==> src/sv/int_to_ascii_radix_core_defines.svh <==
// Assertion macros for the integer to ASCII conversion core.
`ifndef INT_TO_ASCII_RADIX_CORE_DEFINES_SVH
`define INT_TO_ASCII_RADIX_CORE_DEFINES_SVH

// Same-cycle implication, sampled on clk, disabled while in reset.
`define ITAR_ASSERT_NOW(lbl, ante, cons, msg) \
	lbl: assert property (@(posedge clk) disable iff (!arst_n) (ante) |-> (cons)) \
		else $error(msg);

// Next-cycle implication, sampled on clk, disabled while in reset.
`define ITAR_ASSERT_NEXT(lbl, ante, cons, msg) \
	lbl: assert property (@(posedge clk) disable iff (!arst_n) (ante) |=> (cons)) \
		else $error(msg);

`endif

==> src/sv/itar_pkg.sv <==
// Package: shared constants, types and helpers of the integer to ASCII core.
`timescale 1ns / 1ps
package itar_pkg;

	localparam int VALUE_WIDTH = 32;
	localparam int MAX_DIGITS  = 32;

	// Divider: STEP_BITS quotient bits per cycle, dividend padded to whole steps
	localparam int STEP_BITS = 8;
	localparam int DIV_STEPS = (VALUE_WIDTH + STEP_BITS - 1) / STEP_BITS;
	localparam int DIV_WIDTH = DIV_STEPS * STEP_BITS;
	localparam int STEP_W    = (DIV_STEPS > 1) ? $clog2(DIV_STEPS) : 1;

	localparam int ADDR_W  = (MAX_DIGITS > 1) ? $clog2(MAX_DIGITS) : 1;
	localparam int COUNT_W = $clog2(MAX_DIGITS + 1);

	localparam int RADIX_W  = 6;
	localparam int DIGIT_W  = 6;
	localparam int CHAR_W   = 7;

	localparam logic [RADIX_W-1:0] RADIX_MIN   = 6'd2;
	localparam logic [RADIX_W-1:0] RADIX_MAX   = 6'd36;
	localparam logic [RADIX_W-1:0] RADIX_RESET = 6'd10;
	localparam logic [RADIX_W-1:0] RADIX_DEC   = 6'd10;

	localparam logic [CHAR_W-1:0]  CHAR_ZERO  = 7'h30;
	localparam logic [CHAR_W-1:0]  CHAR_A     = 7'h61;
	localparam logic [CHAR_W-1:0]  CHAR_MINUS = 7'h2d;
	localparam logic [DIGIT_W-1:0] DIGIT_TEN  = 6'hA;

	typedef enum logic [2:0] {
		ST_IDLE,
		ST_DIV,
		ST_SIGN,
		ST_READ,
		ST_EMIT
	} itar_state_t;

	typedef struct packed {
		logic load;
		logic div_step;
		logic rd;
		logic sign_sel;
	} itar_cmd_t;

	typedef struct packed {
		logic div_last;
		logic conv_done;
		logic minus;
		logic emit_last;
	} itar_sts_t;

	function automatic logic [CHAR_W-1:0] char_of_digit(input logic [DIGIT_W-1:0] d);
		logic [CHAR_W-1:0] c;
		if (d < DIGIT_TEN) begin
			c = CHAR_ZERO + CHAR_W'(d);
		end else begin
			c = CHAR_A + CHAR_W'(d - DIGIT_TEN);
		end
		return c;
	endfunction

endpackage

==> src/sv/itar_ram.sv <==
// Generic single-write, single-read RAM with registered read data.
`timescale 1ns / 1ps
module itar_ram #(
	parameter int WIDTH = 8,
	parameter int DEPTH = 32
) (
	input  logic                                  clk,
	input  logic                                  we,
	input  logic [((DEPTH > 1) ? $clog2(DEPTH) : 1)-1:0] waddr,
	input  logic [WIDTH-1:0]                      wdata,
	input  logic                                  re,
	input  logic [((DEPTH > 1) ? $clog2(DEPTH) : 1)-1:0] raddr,
	output logic [WIDTH-1:0]                      rdata
);
	logic [WIDTH-1:0] mem_q [DEPTH];

	always_ff @(posedge clk) begin
		if (we) begin
			mem_q[waddr] <= wdata;
		end
		if (re) begin
			rdata <= mem_q[raddr];
		end
	end
endmodule

==> src/sv/itar_datapath.sv <==
// Datapath: radix register, iterative divider, digit store and character output.
`timescale 1ns / 1ps
module itar_datapath (
	input  logic                                   clk,
	input  logic                                   arst_n,
	input  logic                                   radix_we,
	input  logic [itar_pkg::RADIX_W-1:0]           radix_wdata,
	input  logic [itar_pkg::VALUE_WIDTH-1:0]       value,
	input  itar_pkg::itar_cmd_t                    cmd,
	output itar_pkg::itar_sts_t                    sts,
	output logic [itar_pkg::CHAR_W-1:0]            char_code,
	output logic                                   last_char
);
	import itar_pkg::*;

	logic [RADIX_W-1:0]   radix_q;
	logic [DIV_WIDTH-1:0] quo_q;
	logic [DIGIT_W-1:0]   rem_q;
	logic [STEP_W-1:0]    step_q;
	logic [COUNT_W-1:0]   cnt_q;
	logic                 minus_q;
	logic                 last_q;

	logic [DIV_WIDTH-1:0]   quo_n;
	logic [DIGIT_W-1:0]     rem_n;
	logic                   div_last;
	logic                   neg_dec;
	logic [VALUE_WIDTH-1:0] mag;
	logic [COUNT_W-1:0]     cnt_dec;
	logic [DIGIT_W-1:0]     rd_digit;

	// Clamp writes into the legal radix range
	always_ff @(posedge clk or negedge arst_n) begin
		if (!arst_n) begin
			radix_q <= RADIX_RESET;
		end else if (radix_we) begin
			if (radix_wdata < RADIX_MIN) begin
				radix_q <= RADIX_MIN;
			end else if (radix_wdata > RADIX_MAX) begin
				radix_q <= RADIX_MAX;
			end else begin
				radix_q <= radix_wdata;
			end
		end
	end

	assign neg_dec = value[VALUE_WIDTH-1] && (radix_q == RADIX_DEC);
	assign mag     = neg_dec ? (~value + VALUE_WIDTH'(1)) : value;

	// Restoring division, STEP_BITS quotient bits per cycle, MSB first
	always_comb begin
		logic [DIGIT_W:0]     r7;
		logic [DIV_WIDTH-1:0] q;
		logic [DIGIT_W-1:0]   r;
		q = quo_q;
		r = rem_q;
		for (int k = 0; k < STEP_BITS; k++) begin
			r7 = {r, q[DIV_WIDTH-1]};
			q  = {q[DIV_WIDTH-2:0], 1'b0};
			if (r7 >= {1'b0, radix_q}) begin
				r7   = r7 - {1'b0, radix_q};
				q[0] = 1'b1;
			end
			r = r7[DIGIT_W-1:0];
		end
		quo_n = q;
		rem_n = r;
	end

	assign div_last = (step_q == STEP_W'(DIV_STEPS - 1));
	assign cnt_dec  = cnt_q - COUNT_W'(1);

	always_ff @(posedge clk or negedge arst_n) begin
		if (!arst_n) begin
			quo_q   <= '0;
			rem_q   <= '0;
			step_q  <= '0;
			cnt_q   <= '0;
			minus_q <= 1'b0;
			last_q  <= 1'b0;
		end else if (cmd.load) begin
			quo_q   <= DIV_WIDTH'(mag);
			rem_q   <= '0;
			step_q  <= '0;
			cnt_q   <= '0;
			minus_q <= neg_dec;
		end else if (cmd.div_step) begin
			quo_q <= quo_n;
			if (div_last) begin
				rem_q  <= '0;
				step_q <= '0;
				cnt_q  <= cnt_q + COUNT_W'(1);
			end else begin
				rem_q  <= rem_n;
				step_q <= step_q + STEP_W'(1);
			end
		end else if (cmd.rd) begin
			cnt_q  <= cnt_dec;
			last_q <= (cnt_q == COUNT_W'(1));
		end
	end

	itar_ram #(
		.WIDTH (DIGIT_W),
		.DEPTH (MAX_DIGITS)
	) u_digits (
		.clk   (clk),
		.we    (cmd.div_step && div_last),
		.waddr (cnt_q[ADDR_W-1:0]),
		.wdata (rem_n),
		.re    (cmd.rd),
		.raddr (cnt_dec[ADDR_W-1:0]),
		.rdata (rd_digit)
	);

	assign sts.div_last  = div_last;
	assign sts.conv_done = (quo_n == '0) || (cnt_q == COUNT_W'(MAX_DIGITS - 1));
	assign sts.minus     = minus_q;
	assign sts.emit_last = last_q;

	assign char_code = cmd.sign_sel ? CHAR_MINUS : char_of_digit(rd_digit);
	assign last_char = cmd.sign_sel ? 1'b0 : last_q;
endmodule

==> src/sv/itar_ctrl.sv <==
// Controller: state machine sequencing load, division, sign and character output.
`timescale 1ns / 1ps
module itar_ctrl (
	input  logic                clk,
	input  logic                arst_n,
	input  logic                in_valid,
	output logic                in_ready,
	output logic                out_valid,
	input  logic                out_ready,
	input  itar_pkg::itar_sts_t sts,
	output itar_pkg::itar_cmd_t cmd
);
	import itar_pkg::*;

	itar_state_t state_q;
	itar_state_t state_n;

	always_ff @(posedge clk or negedge arst_n) begin
		if (!arst_n) begin
			state_q <= ST_IDLE;
		end else begin
			state_q <= state_n;
		end
	end

	always_comb begin
		state_n = state_q;
		unique case (state_q)
			ST_IDLE: begin
				if (in_valid) state_n = ST_DIV;
			end
			ST_DIV: begin
				if (sts.div_last && sts.conv_done) state_n = sts.minus ? ST_SIGN : ST_READ;
			end
			ST_SIGN: begin
				if (out_ready) state_n = ST_READ;
			end
			ST_READ: begin
				state_n = ST_EMIT;
			end
			ST_EMIT: begin
				if (out_ready) state_n = sts.emit_last ? ST_IDLE : ST_READ;
			end
			default: begin
				state_n = ST_IDLE;
			end
		endcase
	end

	always_comb begin
		cmd       = '0;
		in_ready  = 1'b0;
		out_valid = 1'b0;
		unique case (state_q)
			ST_IDLE: begin
				in_ready = 1'b1;
				cmd.load = in_valid;
			end
			ST_DIV: begin
				cmd.div_step = 1'b1;
			end
			ST_SIGN: begin
				cmd.sign_sel = 1'b1;
				out_valid    = 1'b1;
			end
			ST_READ: begin
				cmd.rd = 1'b1;
			end
			ST_EMIT: begin
				out_valid = 1'b1;
			end
			default: begin
				cmd = '0;
			end
		endcase
	end
endmodule

==> src/sv/int_to_ascii_radix_core.sv <==
// Top level: integer to ASCII text conversion in a configurable radix.
// Each item takes a load, a division pass per digit in the shared divider, an optional
// sign character and a digit store read and emit per digit character.
// Radix 10 worst case is ten digits and a sign; radix 2 worst case is 32 digits.
// Digit characters leave from the digit store read register; output stalls stretch the item.
// arst_n clears the controller and counters at once and sets the radix to 10.
`timescale 1ns / 1ps
`include "int_to_ascii_radix_core_defines.svh"
module int_to_ascii_radix_core (
	input  logic                             clk,
	input  logic                             arst_n,
	// Radix register write, clamped to 2..36
	input  logic                             radix_we,
	input  logic [itar_pkg::RADIX_W-1:0]     radix_wdata,
	// Input stream: one integer per item, signed in radix 10 only
	input  logic                             s_axis_tvalid,
	output logic                             s_axis_tready,
	input  logic [itar_pkg::VALUE_WIDTH-1:0] s_axis_tdata,   // [31:0] value
	// Output stream: one character per transfer, tlast on the item's final character
	output logic                             m_axis_tvalid,
	input  logic                             m_axis_tready,
	output logic [7:0]                       m_axis_tdata,   // [6:0] char_code, [7] zero
	output logic                             m_axis_tlast    // last_char
);
	import itar_pkg::*;

	itar_cmd_t          cmd;
	itar_sts_t          sts;
	logic [CHAR_W-1:0]  char_code;
	logic               in_take;
	logic               last_take;
	logic               char_legal;

	// Controller: accept a value only when idle, then sequence divide and emit
	itar_ctrl u_ctrl (
		.clk       (clk),
		.arst_n    (arst_n),
		.in_valid  (s_axis_tvalid),
		.in_ready  (s_axis_tready),
		.out_valid (m_axis_tvalid),
		.out_ready (m_axis_tready),
		.sts       (sts),
		.cmd       (cmd)
	);

	// Datapath: magnitude, digit-by-digit division, digit store, character map
	itar_datapath u_dp (
		.clk         (clk),
		.arst_n      (arst_n),
		.radix_we    (radix_we),
		.radix_wdata (radix_wdata),
		.value       (s_axis_tdata),
		.cmd         (cmd),
		.sts         (sts),
		.char_code   (char_code),
		.last_char   (m_axis_tlast)
	);

	// Pad the 7-bit character to a whole byte
	assign m_axis_tdata = {1'b0, char_code};

	assign in_take    = s_axis_tvalid && s_axis_tready;
	assign last_take  = m_axis_tvalid && m_axis_tready && m_axis_tlast;
	assign char_legal = (char_code == CHAR_MINUS)
		|| ((char_code >= CHAR_ZERO) && (char_code <= 7'h39))
		|| ((char_code >= CHAR_A) && (char_code <= 7'h7a));

	// Never accept a new value while a character is on offer
	`ITAR_ASSERT_NOW(a_no_overlap, in_take, !m_axis_tvalid, "input accepted during output")
	// Drop ready once a value has been taken
	`ITAR_ASSERT_NEXT(a_busy_after_load, in_take, !s_axis_tready, "ready held after load")
	// Return to idle after the final character
	`ITAR_ASSERT_NEXT(a_idle_after_last, last_take, s_axis_tready, "not idle after last character")
	// Only minus, decimal digits or lower-case letters leave the block
	`ITAR_ASSERT_NOW(a_char_legal, m_axis_tvalid, char_legal, "illegal character code")
endmodule
==> config.mk <==
export PLATFORM = sky130hd
export DESIGN_NAME = int_to_ascii_radix_core
export DESIGN_NICKNAME = d
export VERILOG_FILES = /design/src/sv/itar_pkg.sv /design/src/sv/itar_ram.sv /design/src/sv/itar_datapath.sv /design/src/sv/itar_ctrl.sv /design/src/sv/int_to_ascii_radix_core.sv
export VERILOG_INCLUDE_DIRS = /design/src /design/src/sv
export SDC_FILE = /design/constraint.sdc
export NUM_CORES = 1
export LEC_CHECK = 0
export BUFFER_PORTS_ARGS = -buffer_cell sky130_fd_sc_hd__clkbuf_2
export CAP_MARGIN = 15
export CORE_ASPECT_RATIO = 1.5
export CORE_MARGIN = 2
export CORE_UTILIZATION = 37
export CTS_CLUSTER_SIZE = 8
export DETAILED_ROUTE_END_ITERATION = 10
export GPL_TIMING_DRIVEN = 0
export REMOVE_ABC_BUFFERS = 1
export SETUP_SLACK_MARGIN = 0.15
export SYNTH_ARGS = -nofsm -noshare
export SYNTH_HDL_FRONTEND = slang
export SYNTH_HIERARCHICAL = 1
export SYNTH_SLANG_ARGS = --single-unit
==> constraint.sdc <==
create_clock -name clk -period 24.6 [get_ports clk]
set_clock_uncertainty 0.2 [all_clocks]
set_input_delay 3.69 -clock clk [delete_from_list [all_inputs] [get_ports clk]]
set_output_delay 3.69 -clock clk [all_outputs]
set_load 0.05 [all_outputs]
# Word level (Yosys, flattened, before mapping)
# Memory sizes are Yosys's and may differ from the RTL's. A register that Yosys moved wholly into a read port is not among the register bits.
# Cells that the tools add are included.
# word_totals
reg_bits	57
mem_bits_rw	192
in_bits	43
output_inout_bits	11
word_cells	112
n_memories	1
# classes
addsub	15
n_lt_le_gt_ge	11
n_eq_ne	13
mux	49
bitwise_logic	3
n_reduce_logical	12
# mem_list
name	words	width	rd	rd_clocked_by_memory_dff	wr	line	source
u_dp.u_digits.mem_q	32	6	1	1	1	itar_ram.sv:15	logic [WIDTH-1:0] mem_q [DEPTH];
# op_table
operator	count
2-to-1 mux 6 bit	17
2-to-1 mux 32 bit	3
greater-or-equal comparator 7 x 6 -> 1 bit	8
subtractor 6 bit	8
adder 32 x 1 -> 32 bit (second input constant)	1
zero test 32 bit	1
inverter 32 bit	1
2-to-1 mux 1 bit	18
one-hot mux 3 bit (5 select lines)	1
2-to-1 mux 7 bit	2
2-to-1 mux 3 bit	4
2-to-1 mux 2 bit	4
adder 6 x 6 -> 7 bit (first input constant)	1
adder 7 bit (first input constant)	1
subtractor 6 x 4 -> 7 bit (second input constant)	1
adder 6 x 1 -> 6 bit (second input constant)	1
equality test 3 x 2 -> 1 bit (second input constant)	2
equality test 6 x 1 -> 1 bit (second input constant)	1
equality test 6 x 4 -> 1 bit (second input constant)	1
equality test 6 x 5 -> 1 bit (second input constant)	1
> comparator 6 bit (second input constant)	1
< comparator 6 x 2 -> 1 bit (second input constant)	1
< comparator 6 x 4 -> 1 bit (second input constant)	1
inequality test 2 bit (second input constant)	3
17 further kinds	20

# Depth between registers and ports, before layout
# Gate-level depths: netlist (run 1).
# depth
ltp_word	21
mapped_depth	82
mapped_depth_nobuf	78

# Cells and area by module
# The synthesis (run 1) kept the hierarchy.
# by_module_without_submodules
module	instances	cells_per_inst	area_each_um2	seq_area_each_um2
itar_ram	1	323	7649.8	5945.7
itar_datapath	1	760	6182.2	1353.8
itar_ctrl	1	27	260.2	75.1
int_to_ascii_radix_core	1	2	11.3	0.0

# Worst setup path before layout (run 1)
# OpenSTA, ideal clock, no wires.
# synth_timing
kind	register to register
startpoint	reg u_dp.radix_q[1]
endpoint	mem u_dp/u_digits/mem_q[0][0] in the netlist's numbering, data pin
setup_time_ns	0.392
t_arrival_ns	16.536
required_ns	24.008
slack_ns	7.472
path_stages_with_launch	73
n_path_buf	4
period_less_slack_ns	17.128
path_cell_list	dfstp_2 -> inv_1 -> ha_1 -> a21o_1 -> a31oi_1 -> o21a_1 -> mux2_2 -> ha_1 -> o21a_1 -> o31a_1 -> o31a_1 -> a2111oi_2 -> clkbuf_1 -> mux2_2 -> inv_1 -> ha_1 -> and3_1 -> a31o_2 -> [37 not listed] -> nand2b_1 -> a21o_1 -> a21o_1 -> a211o_1 -> a311oi_1 -> o21ai_4 -> mux2_2 -> inv_1 -> ha_1 -> nor2b_1 -> o21ai_0 -> nand2b_1 -> a21o_1 -> a21o_1 -> a211oi_1 -> o211ai_1 -> mux2i_4 -> mux2i_1
# synth_via
elab_chain_len	16
word_cells_on_any_way	23
cone_classes	add/sub (7); order compare (8); mux (8)
# synth_lines
item	line	source
start, declared	itar_datapath.sv:16	logic [RADIX_W-1:0] radix_q;
start signal, assigned	itar_datapath.sv:42	radix_q <= radix_wdata;
subtractor 6 bit / greater-or-equal comparator 7 x 6 -> 1 bit (equally long branches)	itar_datapath.sv:61, itar_datapath.sv:60	
2-to-1 mux 6 bit	itar_datapath.sv:60	if (r7 >= {1'b0, radix_q}) begin
subtractor 6 bit / greater-or-equal comparator 7 x 6 -> 1 bit (equally long branches)	itar_datapath.sv:61, itar_datapath.sv:60	
2-to-1 mux 6 bit	itar_datapath.sv:60	
subtractor 6 bit / greater-or-equal comparator 7 x 6 -> 1 bit (equally long branches)	itar_datapath.sv:61, itar_datapath.sv:60	
2-to-1 mux 6 bit	itar_datapath.sv:60	
subtractor 6 bit / greater-or-equal comparator 7 x 6 -> 1 bit (equally long branches)	itar_datapath.sv:61, itar_datapath.sv:60	
2-to-1 mux 6 bit	itar_datapath.sv:60	
subtractor 6 bit / greater-or-equal comparator 7 x 6 -> 1 bit (equally long branches)	itar_datapath.sv:61, itar_datapath.sv:60	
2-to-1 mux 6 bit	itar_datapath.sv:60	
greater-or-equal comparator 7 x 6 -> 1 bit / subtractor 6 bit (equally long branches)	itar_datapath.sv:60, itar_datapath.sv:61	
2-to-1 mux 6 bit	itar_datapath.sv:60	
subtractor 6 bit / greater-or-equal comparator 7 x 6 -> 1 bit (equally long branches)	itar_datapath.sv:61, itar_datapath.sv:60	
2-to-1 mux 6 bit	itar_datapath.sv:60	
greater-or-equal comparator 7 x 6 -> 1 bit *	itar_datapath.sv:60	
2-to-1 mux 6 bit *	itar_datapath.sv:60	
net u_dp.rem_n[0]	itar_datapath.sv:25	logic [DIGIT_W-1:0] rem_n;
end, declared	itar_ram.sv:15	
# The timed path passes the listed nets; every way through them passes the cells marked *.

# Worst setup path in the final report (run 1)
# layout_timing
startpoint	reg u_dp.radix_q[1]
endpoint	mem u_dp/u_digits/mem_q[18][1] in the netlist's numbering, data pin
# layout_via
elab_chain_len	16
word_cells_on_any_way	24
cone_classes	add/sub (8); order compare (8); mux (8)
# layout_lines
item	line
subtractor 6 bit / greater-or-equal comparator 7 x 6 -> 1 bit (equally long branches)	itar_datapath.sv:61, itar_datapath.sv:60
2-to-1 mux 6 bit	itar_datapath.sv:60
subtractor 6 bit / greater-or-equal comparator 7 x 6 -> 1 bit (equally long branches)	itar_datapath.sv:61, itar_datapath.sv:60
2-to-1 mux 6 bit	itar_datapath.sv:60
subtractor 6 bit / greater-or-equal comparator 7 x 6 -> 1 bit (equally long branches)	itar_datapath.sv:61, itar_datapath.sv:60
2-to-1 mux 6 bit	itar_datapath.sv:60
subtractor 6 bit / greater-or-equal comparator 7 x 6 -> 1 bit (equally long branches)	itar_datapath.sv:61, itar_datapath.sv:60
2-to-1 mux 6 bit	itar_datapath.sv:60
subtractor 6 bit / greater-or-equal comparator 7 x 6 -> 1 bit (equally long branches)	itar_datapath.sv:61, itar_datapath.sv:60
2-to-1 mux 6 bit	itar_datapath.sv:60
greater-or-equal comparator 7 x 6 -> 1 bit / subtractor 6 bit (equally long branches)	itar_datapath.sv:60, itar_datapath.sv:61
2-to-1 mux 6 bit	itar_datapath.sv:60
greater-or-equal comparator 7 x 6 -> 1 bit / subtractor 6 bit (equally long branches)	itar_datapath.sv:60, itar_datapath.sv:61
2-to-1 mux 6 bit	itar_datapath.sv:60
subtractor 6 bit / greater-or-equal comparator 7 x 6 -> 1 bit (equally long branches)	itar_datapath.sv:61, itar_datapath.sv:60
2-to-1 mux 6 bit *	itar_datapath.sv:60
net u_dp.rem_n[1]	itar_datapath.sv:25
# Marked as above.

==> results of run 1 <==
-- worst paths after layout --
| kind | to | startpoint |
|---|---|---|
| worst max-delay path | u_dp/u_digits/mem_q[18][1] | u_dp/radix_q[1] |
| worst min-delay path | u_dp/minus_q | u_dp/minus_q |
| worst max register to register | u_dp/u_digits/mem_q[18][1] | u_dp/radix_q[1] |
| worst min register to register | u_dp/minus_q | u_dp/minus_q |
| max in group asynchronous | u_dp/radix_q[2] | arst_n |
| min in group asynchronous | u_dp/quo_q[20] | arst_n |
-- cell families (layout without fill, tap and decap cells) --
group           count (synthesis)  after routing  synth area share
flops                         255            255             0.523
mux                           118            118             0.141
simple gates                  286            286            0.0987
buf+inv                        95            163            0.0297
other cells                     1              1          0.000266
xor+xnor                       58             58            0.0360
fa+ha+maj                      65             65            0.0619
compound gates                234            234             0.110
-- cells in the final DEF (no fill, tap or decap), types with 5 or more instances in the layout --
master	count
sky130_fd_sc_hd__o21a_1	8
sky130_fd_sc_hd__and2_1	5
sky130_fd_sc_hd__o21ai_0	86
sky130_fd_sc_hd__nand4_1	8
sky130_fd_sc_hd__xnor2_1	36
sky130_fd_sc_hd__a21oi_1	39
sky130_fd_sc_hd__edfxtp_1	198
sky130_fd_sc_hd__a22o_1	6
sky130_fd_sc_hd__and3_1	5
sky130_fd_sc_hd__o31ai_1	14
sky130_fd_sc_hd__inv_1	50
sky130_fd_sc_hd__a211oi_1	5
sky130_fd_sc_hd__mux2_2	16
sky130_fd_sc_hd__nand2b_1	16
sky130_fd_sc_hd__nand3b_1	6
sky130_fd_sc_hd__o41ai_1	5
sky130_fd_sc_hd__clkbuf_2	51
sky130_fd_sc_hd__fa_1	8
sky130_fd_sc_hd__dfrtp_1	55
sky130_fd_sc_hd__mux2i_1	35
sky130_fd_sc_hd__a21o_1	16
sky130_fd_sc_hd__o211ai_1	5
sky130_fd_sc_hd__clkbuf_16	38
sky130_fd_sc_hd__nor2b_1	15
sky130_fd_sc_hd__clkbuf_1	7
sky130_fd_sc_hd__nor4_1	10
sky130_fd_sc_hd__nor3_1	11
sky130_fd_sc_hd__xor2_1	20
sky130_fd_sc_hd__mux4_2	60
sky130_fd_sc_hd__nand2_1	79
sky130_fd_sc_hd__or3_1	9
sky130_fd_sc_hd__nand3_1	14
sky130_fd_sc_hd__nor2_1	88
sky130_fd_sc_hd__ha_1	57
-- flip-flops by register name, indices dropped and copies added, names as in the netlist --
name / cells
u_dp/rem_q: 6
u_dp/step_q: 2
u_dp/cnt_q: 6
u_dp/last_q: 1
u_dp/u_digits/rdata: 6
u_dp/quo_q: 32
u_dp/radix_q: 6
u_ctrl/state_q: 3
u_dp/u_digits/mem_q: 192
u_dp/minus_q: 1
-- metal layers --
layer	track usage	vias up	part of all wire
met1	0.173	4446	0.37
met3	0.0256	51	0.039
met2	0.320	205	0.56
met5	0	-	0
met4	0.0609	0	0.030
li1	-	4331	-
-- cells in the mapped netlist, types with 4 or more instances --
| master | instances |
|---|---|
| sky130_fd_sc_hd__buf_4 | 5 |
| sky130_fd_sc_hd__and3_1 | 5 |
| sky130_fd_sc_hd__o22a_1 | 4 |
| sky130_fd_sc_hd__mux4_2 | 60 |
| sky130_fd_sc_hd__ha_1 | 57 |
| sky130_fd_sc_hd__mux2i_1 | 37 |
| sky130_fd_sc_hd__a22o_1 | 6 |
| sky130_fd_sc_hd__a21o_1 | 16 |
| sky130_fd_sc_hd__a211oi_1 | 5 |
| sky130_fd_sc_hd__nand2_1 | 79 |
| sky130_fd_sc_hd__clkbuf_1 | 25 |
| sky130_fd_sc_hd__o41ai_1 | 5 |
| sky130_fd_sc_hd__mux2_4 | 4 |
| sky130_fd_sc_hd__a31oi_1 | 4 |
| sky130_fd_sc_hd__nor4_1 | 10 |
| sky130_fd_sc_hd__o21ai_0 | 86 |
| sky130_fd_sc_hd__nand4_1 | 8 |
| sky130_fd_sc_hd__o31ai_1 | 14 |
| sky130_fd_sc_hd__or3b_2 | 4 |
| sky130_fd_sc_hd__dfrtp_1 | 55 |
| sky130_fd_sc_hd__or2_2 | 4 |
| sky130_fd_sc_hd__buf_2 | 4 |
| sky130_fd_sc_hd__or3_1 | 9 |
| sky130_fd_sc_hd__o21a_1 | 8 |
| sky130_fd_sc_hd__nand3_1 | 14 |
| sky130_fd_sc_hd__buf_1 | 4 |
| sky130_fd_sc_hd__a21oi_1 | 39 |
| sky130_fd_sc_hd__xor2_1 | 21 |
| sky130_fd_sc_hd__mux2_2 | 16 |
| sky130_fd_sc_hd__fa_1 | 8 |
| sky130_fd_sc_hd__nor3_1 | 11 |
| sky130_fd_sc_hd__inv_1 | 51 |
| sky130_fd_sc_hd__edfxtp_1 | 198 |
| sky130_fd_sc_hd__a221o_1 | 4 |
| sky130_fd_sc_hd__nand3b_1 | 6 |
| sky130_fd_sc_hd__and2_1 | 5 |
| sky130_fd_sc_hd__xnor2_1 | 37 |
| sky130_fd_sc_hd__nor2_1 | 88 |
| sky130_fd_sc_hd__buf_6 | 5 |
| sky130_fd_sc_hd__nor2b_1 | 15 |
| sky130_fd_sc_hd__a211o_1 | 4 |
| sky130_fd_sc_hd__o211ai_1 | 5 |
| sky130_fd_sc_hd__nand2b_1 | 16 |
-- final cells by class --
cell class | instances | area (µm²)
fillers | 3430 | 21500
flip-flops and latches | 255 | 7370
multi-input cells | 762 | 6370
clock buffers | 45 | 977
well taps | 489 | 612
repair buffers | 65 | 468
inverters | 51 | 194
clock inverters | 2 | 36.3
-- per-stage QoR --
step,instances,utilization,hold slack (ns),instance area [µm²],worst slack (ns)
final,1669,0.427,0.307,16000,4.28
after global routing,1669,0.427,0.350,16000,2.79
after CTS,1667,0.426,0.310,16000,4.27
after detailed placement,1620,0.399,0.300,15000,4.34
after global placement,1609,0.393,0.286,14700,2.96
after floorplan,1068,-,0.247,13900,7.38
-- critical path, delay by kind of cell (launching register included) --
| kind | cells | cell delay [ns] |
|---|---|---|
| AND/OR/NAND/NOR | 16 | 3.10 |
| adder cells (fa/ha/maj) | 8 | 2.38 |
| buffers and inverters | 5 | 0.81 |
| AO/OA/AOI/OAI | 37 | 9.69 |
| multiplexers | 6 | 2.98 |
| flip-flops | 1 | 0.76 |
==> summary by stage, run 1 <==
Routing
The detailed router finished its first iteration with between 400 and 500 violations. In the routed layout, each cell is associated on average with a via count of roughly 5.4. The first detailed-routing pass ran for 7 iterations. The DRC violation count after routing is 0. The number of nets still failing antenna checks after routing is 0. The final routed wirelength across all metal layers is between 30,000 and 40,000 µm. The number of vias in the routed layout is 9,033. The final routed wire length divided by cell count is between 15 and 20 µm.

Hold path
The number of cells traversed by the worst hold path is 1. The worst hold path class is flip-flop to flip-flop.

Timing
In this run the tightest slew margin relative to its limit is 0.311. The count of endpoints failing hold in the final timing report is 0. For the pin with the worst max-slew slack, the measured transition is 1.03 ns. The number of slew-limit violations in the final report is 0. In the finished design, the share of the clock period the worst path needs comes to 0.826.

Summed over all failing endpoints, the final setup total negative slack is 0 ns. Subtracting the final worst setup slack from the clock period gives between 20 and 25 ns. Setup violations remaining at the end of the flow were counted as 0. The timing-limited maximum frequency is 49.2 MHz. Setup repair after global routing left no endpoint under its margin.

Logic synthesis
In the synthesized netlist the async set-or-reset flop fraction comes to 0.224. The most common flop cell mapped by yosys is sky130_fd_sc_hd__edfxtp_1. The unique cell type count in the Yosys netlist is 78. The gate count after technology mapping is between 1k and 1.5k.

The post-synthesis area per instance is about 13 µm². The total number of yosys warnings is 6. The cell area that synthesis handed to floorplanning was approximately 14,000 µm². The area share of the leading cell type in the synthesized netlist is 0.422. The portion of the post-synthesis area used by sequential elements is 0.523. In this run, synthesis inferred just under 200 flip-flops with an integrated enable. The synthesized design spends more area on one cell type than any other, namely sky130_fd_sc_hd__edfxtp_1. The register bit total from synthesis is roughly 260. Yosys attributes the largest share of cell area to sky130_fd_sc_hd__edfxtp_1, sky130_fd_sc_hd__dfrtp_1, sky130_fd_sc_hd__mux4_2.

Setup path
At the worst endpoint, the arrival time is about 20 ns. The worst setup path is captured at a flip-flop. The peak fanout along the critical path is 33.

The worst-case reg-to-reg path depth is roughly 70. STA puts the critical path data required time at between 20 and 25 ns. The slowest cell on the critical path is sky130_fd_sc_hd__mux2i_4. The kind of launch point of the worst setup path is a flip-flop. The peak per-stage delay on the critical path is 0.90 ns. The path type of the worst setup path is flip-flop to flip-flop. The worst setup slack for register-to-register paths is 4.28 ns.

Cells and area
The fraction of final layout cells with drive strength greater than 1 is 0.181. Relative to the synthesized area, the layout overhead comes to 13.7%. For this run, the post-layout net count is 1,280.

The antenna diode count is 0.

GRT
The initial antenna violation count is 0. Global routing finished with a remaining overflow of 0. Entering global routing, the biggest net connects 58 pins. The via count of the first global-routing pass came to around 9.7k. The total track usage is 0.164.

The first global-routing pass estimated 51,000 µm of wire.

CTS
Post-CTS timing repair inserted 0 buffers for setup. The clock transition at the registers of the reported paths is 0.05 ns. Hold repair after CTS inserted 0 buffers. Clock tree synthesis inserted a total of 37 buffers. The clock reaches the later pin of the worst-skew pair after 0.51 ns. The number of sinks handled by clock tree synthesis is approximately 260. In this run the number of H-tree levels came out at 2. The maximum number of buffers from clock root to sink is 3. The CTS tree is yes.

Clock tree synthesis selected as its root buffer the cell sky130_fd_sc_hd__clkbuf_16. In this run, post-CTS repair resized a total of 0 instances.

Die
The floorplan core area is between 30,000 and 40,000 µm². For this configuration, the core starts out at a cell density of 0.376. The x dimension of the die is ~160 µm. The number of placement rows is between 80 and 90. The die height is around 240 µm. The die covers approximately 40,000 µm².

The number of top-level pins is 54.

Placement
The count of buffers added on input and output ports is 52. Detailed placement finished with a half-perimeter wire length of about 23,000 µm. The congestion estimate from routability-driven global placement came to about 0.81.

Run status
The run finished with clean final reports.

Flow run
The tool flagged a number of max-cap violations equal to 0.
Power of run 1 is not shown: default switching activity piles up to over one toggle a cycle in this logic, so the estimate is an artifact.
==> run 2, diff against run 1 <==
clock period = 17.45 ns   (was 24.6 ns; I/O delays follow)
==> run 2 against run 1 <==
Effect of this change:
- register-to-register slack worse by 3.3 ns
- critical endpoint is now u_dp/rem_q[5]
- wire length grew 9.3%
- sequential cell count stayed put
==> summary by stage, run 2 (synthesis results as in run 1) <==
Run status
The run finished with clean final reports.

Setup path
The worst setup path is of the flip-flop to flip-flop kind. In this run the critical register-to-register path is captured at u_dp/rem_q[5]. The required time reported for the critical path endpoint is 17.65 ns. The cell repeated most along the worst path is sky130_fd_sc_hd__ha_1.

For flop-to-flop paths, the worst setup slack is around 0.99 ns. The slowest cell on the critical path is sky130_fd_sc_hd__dfstp_2. Tracing the worst setup path back leads to its startpoint at u_dp/radix_q[3]. The capturing element of the worst setup path is u_dp/rem_q[5]. The worst-case reg-to-reg path depth is 76. In this design, the stage delay of the slowest critical-path cell is roughly 0.54 ns. The source of the worst register-to-register timing path is u_dp/radix_q[3]. The sort of element at the end of the critical path is a flip-flop. The critical path data arrival time is between 15 and 20 ns. STA classifies the critical path startpoint as a flip-flop. The peak fanout along the critical path is 12.

Timing
The ratio of final minimum period to clock period is 0.943. In this run the tightest slew margin relative to its limit is 0.336. The pin slew with the least headroom to its limit is a little under 1 ns. The smallest hold slack is 0.307 ns. The count of endpoints failing hold in the final timing report was 0.

The total setup violations reported at the end of the flow is 0. Derived from the worst setup path, the maximum achievable clock frequency is 60.7 MHz. The number of slew-limit violations in the final report was 0.

Setup repair after global routing left no endpoint under its margin. The minimum clock period after layout is 16.46 ns. For the final routed database, the setup TNS stands at 0 ns.

Placement
The number of buffers inserted by port buffering is 52. Detailed placement finished with a half-perimeter wire length of between 20,000 and 25,000 µm. The placer congestion estimate is ~0.81. Counting tap cells, the placed design contains a total of roughly 1.6k instances.

Cells and area
The count of cells in the finished layout, fillers not included, comes to roughly 1.7k. The largest registers in the layout are u_dp/u_digits/mem_q (192), u_dp/quo_q (32). The flip-flop count of the largest register after layout is approximately 190. The layout has 3,374 filler cells.

The top register by number of flip-flops is u_dp/u_digits/mem_q. The repair_antennas step left the layout with diodes totalling 0. The fraction of final layout cells with drive strength greater than 1 is 0.238.

The leading cell type in the layout, fill and taps excluded is sky130_fd_sc_hd__edfxtp_1. The area growth from synthesis to layout is 18.5%. The net count of the finished layout is about 1.3k. In the layout the commonest cells are sky130_fd_sc_hd__edfxtp_1, sky130_fd_sc_hd__nor2_1, sky130_fd_sc_hd__o21ai_0, sky130_fd_sc_hd__nand2_1, sky130_fd_sc_hd__mux4_2.

CTS
CTS built an H-tree with a depth of 2. The CTS tree is yes. After clock tree synthesis, the clock-pin slew on the worst setup and hold paths is approximately 0.050 ns. The clock passes through at most 3 buffers. The number of clock buffers added by TritonCTS is 37. The number of sinks handled by clock tree synthesis is between 200 and 300.

The later pin in the worst-skew pair is clocked with a latency of between 0.5 and 0.6 ns. The cell sitting at the root of the clock tree is a sky130_fd_sc_hd__clkbuf_16.

Die
The floorplan has 87 rows. The initial utilization of the core area, before any placement, comes to 0.376. The die height is ~240 µm. The die is approximately 160 µm wide. In this run the standard cell core region covers 37,600 µm². The number of top-level pins is 54.

The die covers between 30,000 and 40,000 µm².

Hold path
The worst hold path class is flip-flop to flip-flop.

Routing
The final routed wire length divided by cell count is 20.2 µm. The number of nets still failing antenna checks after routing is 0. Using the TritonRoute via totals, the vias-per-cell ratio works out to 5.48.

The final routed wirelength across all metal layers is between 30,000 and 40,000 µm. The routed layout has ~9.4k vias. The first TritonRoute pass finished after 5 iterations.

The DRC violation count after routing is 0. The number of DRC violations after detailed-routing iteration 0 is ~470.

Flow run
Across the run, the number of max-cap violations was 0.

GRT
The largest net degree at the start of global routing is 58. After global routing the overflow that remains totals 0. The first global-routing pass estimated ~53,000 µm of wire.

The via count of the first global-routing pass is just under 10k. The initial antenna violation count is 0. In the global route stage, overall resource usage came out at 0.172.
-- run 2: worst min-delay path by stage --
stage	slack, ns	from	to	depth (start not counted)
finish	0.31	u_dp/minus_q	u_dp/minus_q	1
global route	0.35	u_dp/minus_q	u_dp/minus_q	1
CTS	0.31	u_dp/minus_q	u_dp/minus_q	1
detailed placement	0.30	u_dp/step_q[0]	u_dp/step_q[0]	1
global placement	0.29	u_dp/minus_q	u_dp/minus_q	1
floorplan	0.25	u_dp/last_q	u_dp/last_q	2
-- run 2: routing by layer --
layer / up-vias / routed length [µm] / GRT usage
li1: 4452 / - / -
met1: 4647 / 12400 / 0.182
met5: - / 0 / 0
met4: 0 / 1190 / 0.0666
met3: 59 / 1430 / 0.0282
met2: 221 / 19500 / 0.333
-- run 2: metrics by stage --
step                 util  area [µm²]  worst slack (ns)
detailed placement  0.399       15000             -2.81
global route        0.445       16700             0.159
global placement    0.393       14700             -4.19
floorplan               -       13900             0.230
CTS                 0.435       16300             0.190
finish              0.445       16700             0.988
-- run 2: final cells by class --
cell class | instances | area [µm²] | share of cell area
Clock inverter | 2 | 36.3 | 0.00217
Sequential cell | 255 | 7380 | 0.441
Timing Repair Buffer | 97 | 759 | 0.0454
Multi-Input combinational cell | 773 | 6740 | 0.403
Inverter | 51 | 213 | 0.0127
Clock buffer | 45 | 977 | 0.0585
Tap cell | 489 | 612 | 0.0366
-- run 2: timing repair --
action	4_1_cts	5_1_grt
gates cloned	4	8
pin swaps	3	10
resized for setup	37	30
buffers inserted	13	18
hold buffers	0	0
endpoints found under the setup margin	201	201
-- run 2: worst max-delay path: cells and delay by family, from the launching register on --
family / cells / cell delay, ns
AND/OR/NAND/NOR: 16 / 2.73
adder cells (fa/ha/maj): 8 / 2.20
flip-flops: 1 / 0.54
buffers and inverters: 7 / 0.90
AO/OA/AOI/OAI: 39 / 7.65
multiplexers: 6 / 2.10
Power of run 2 is left out for the same reason.
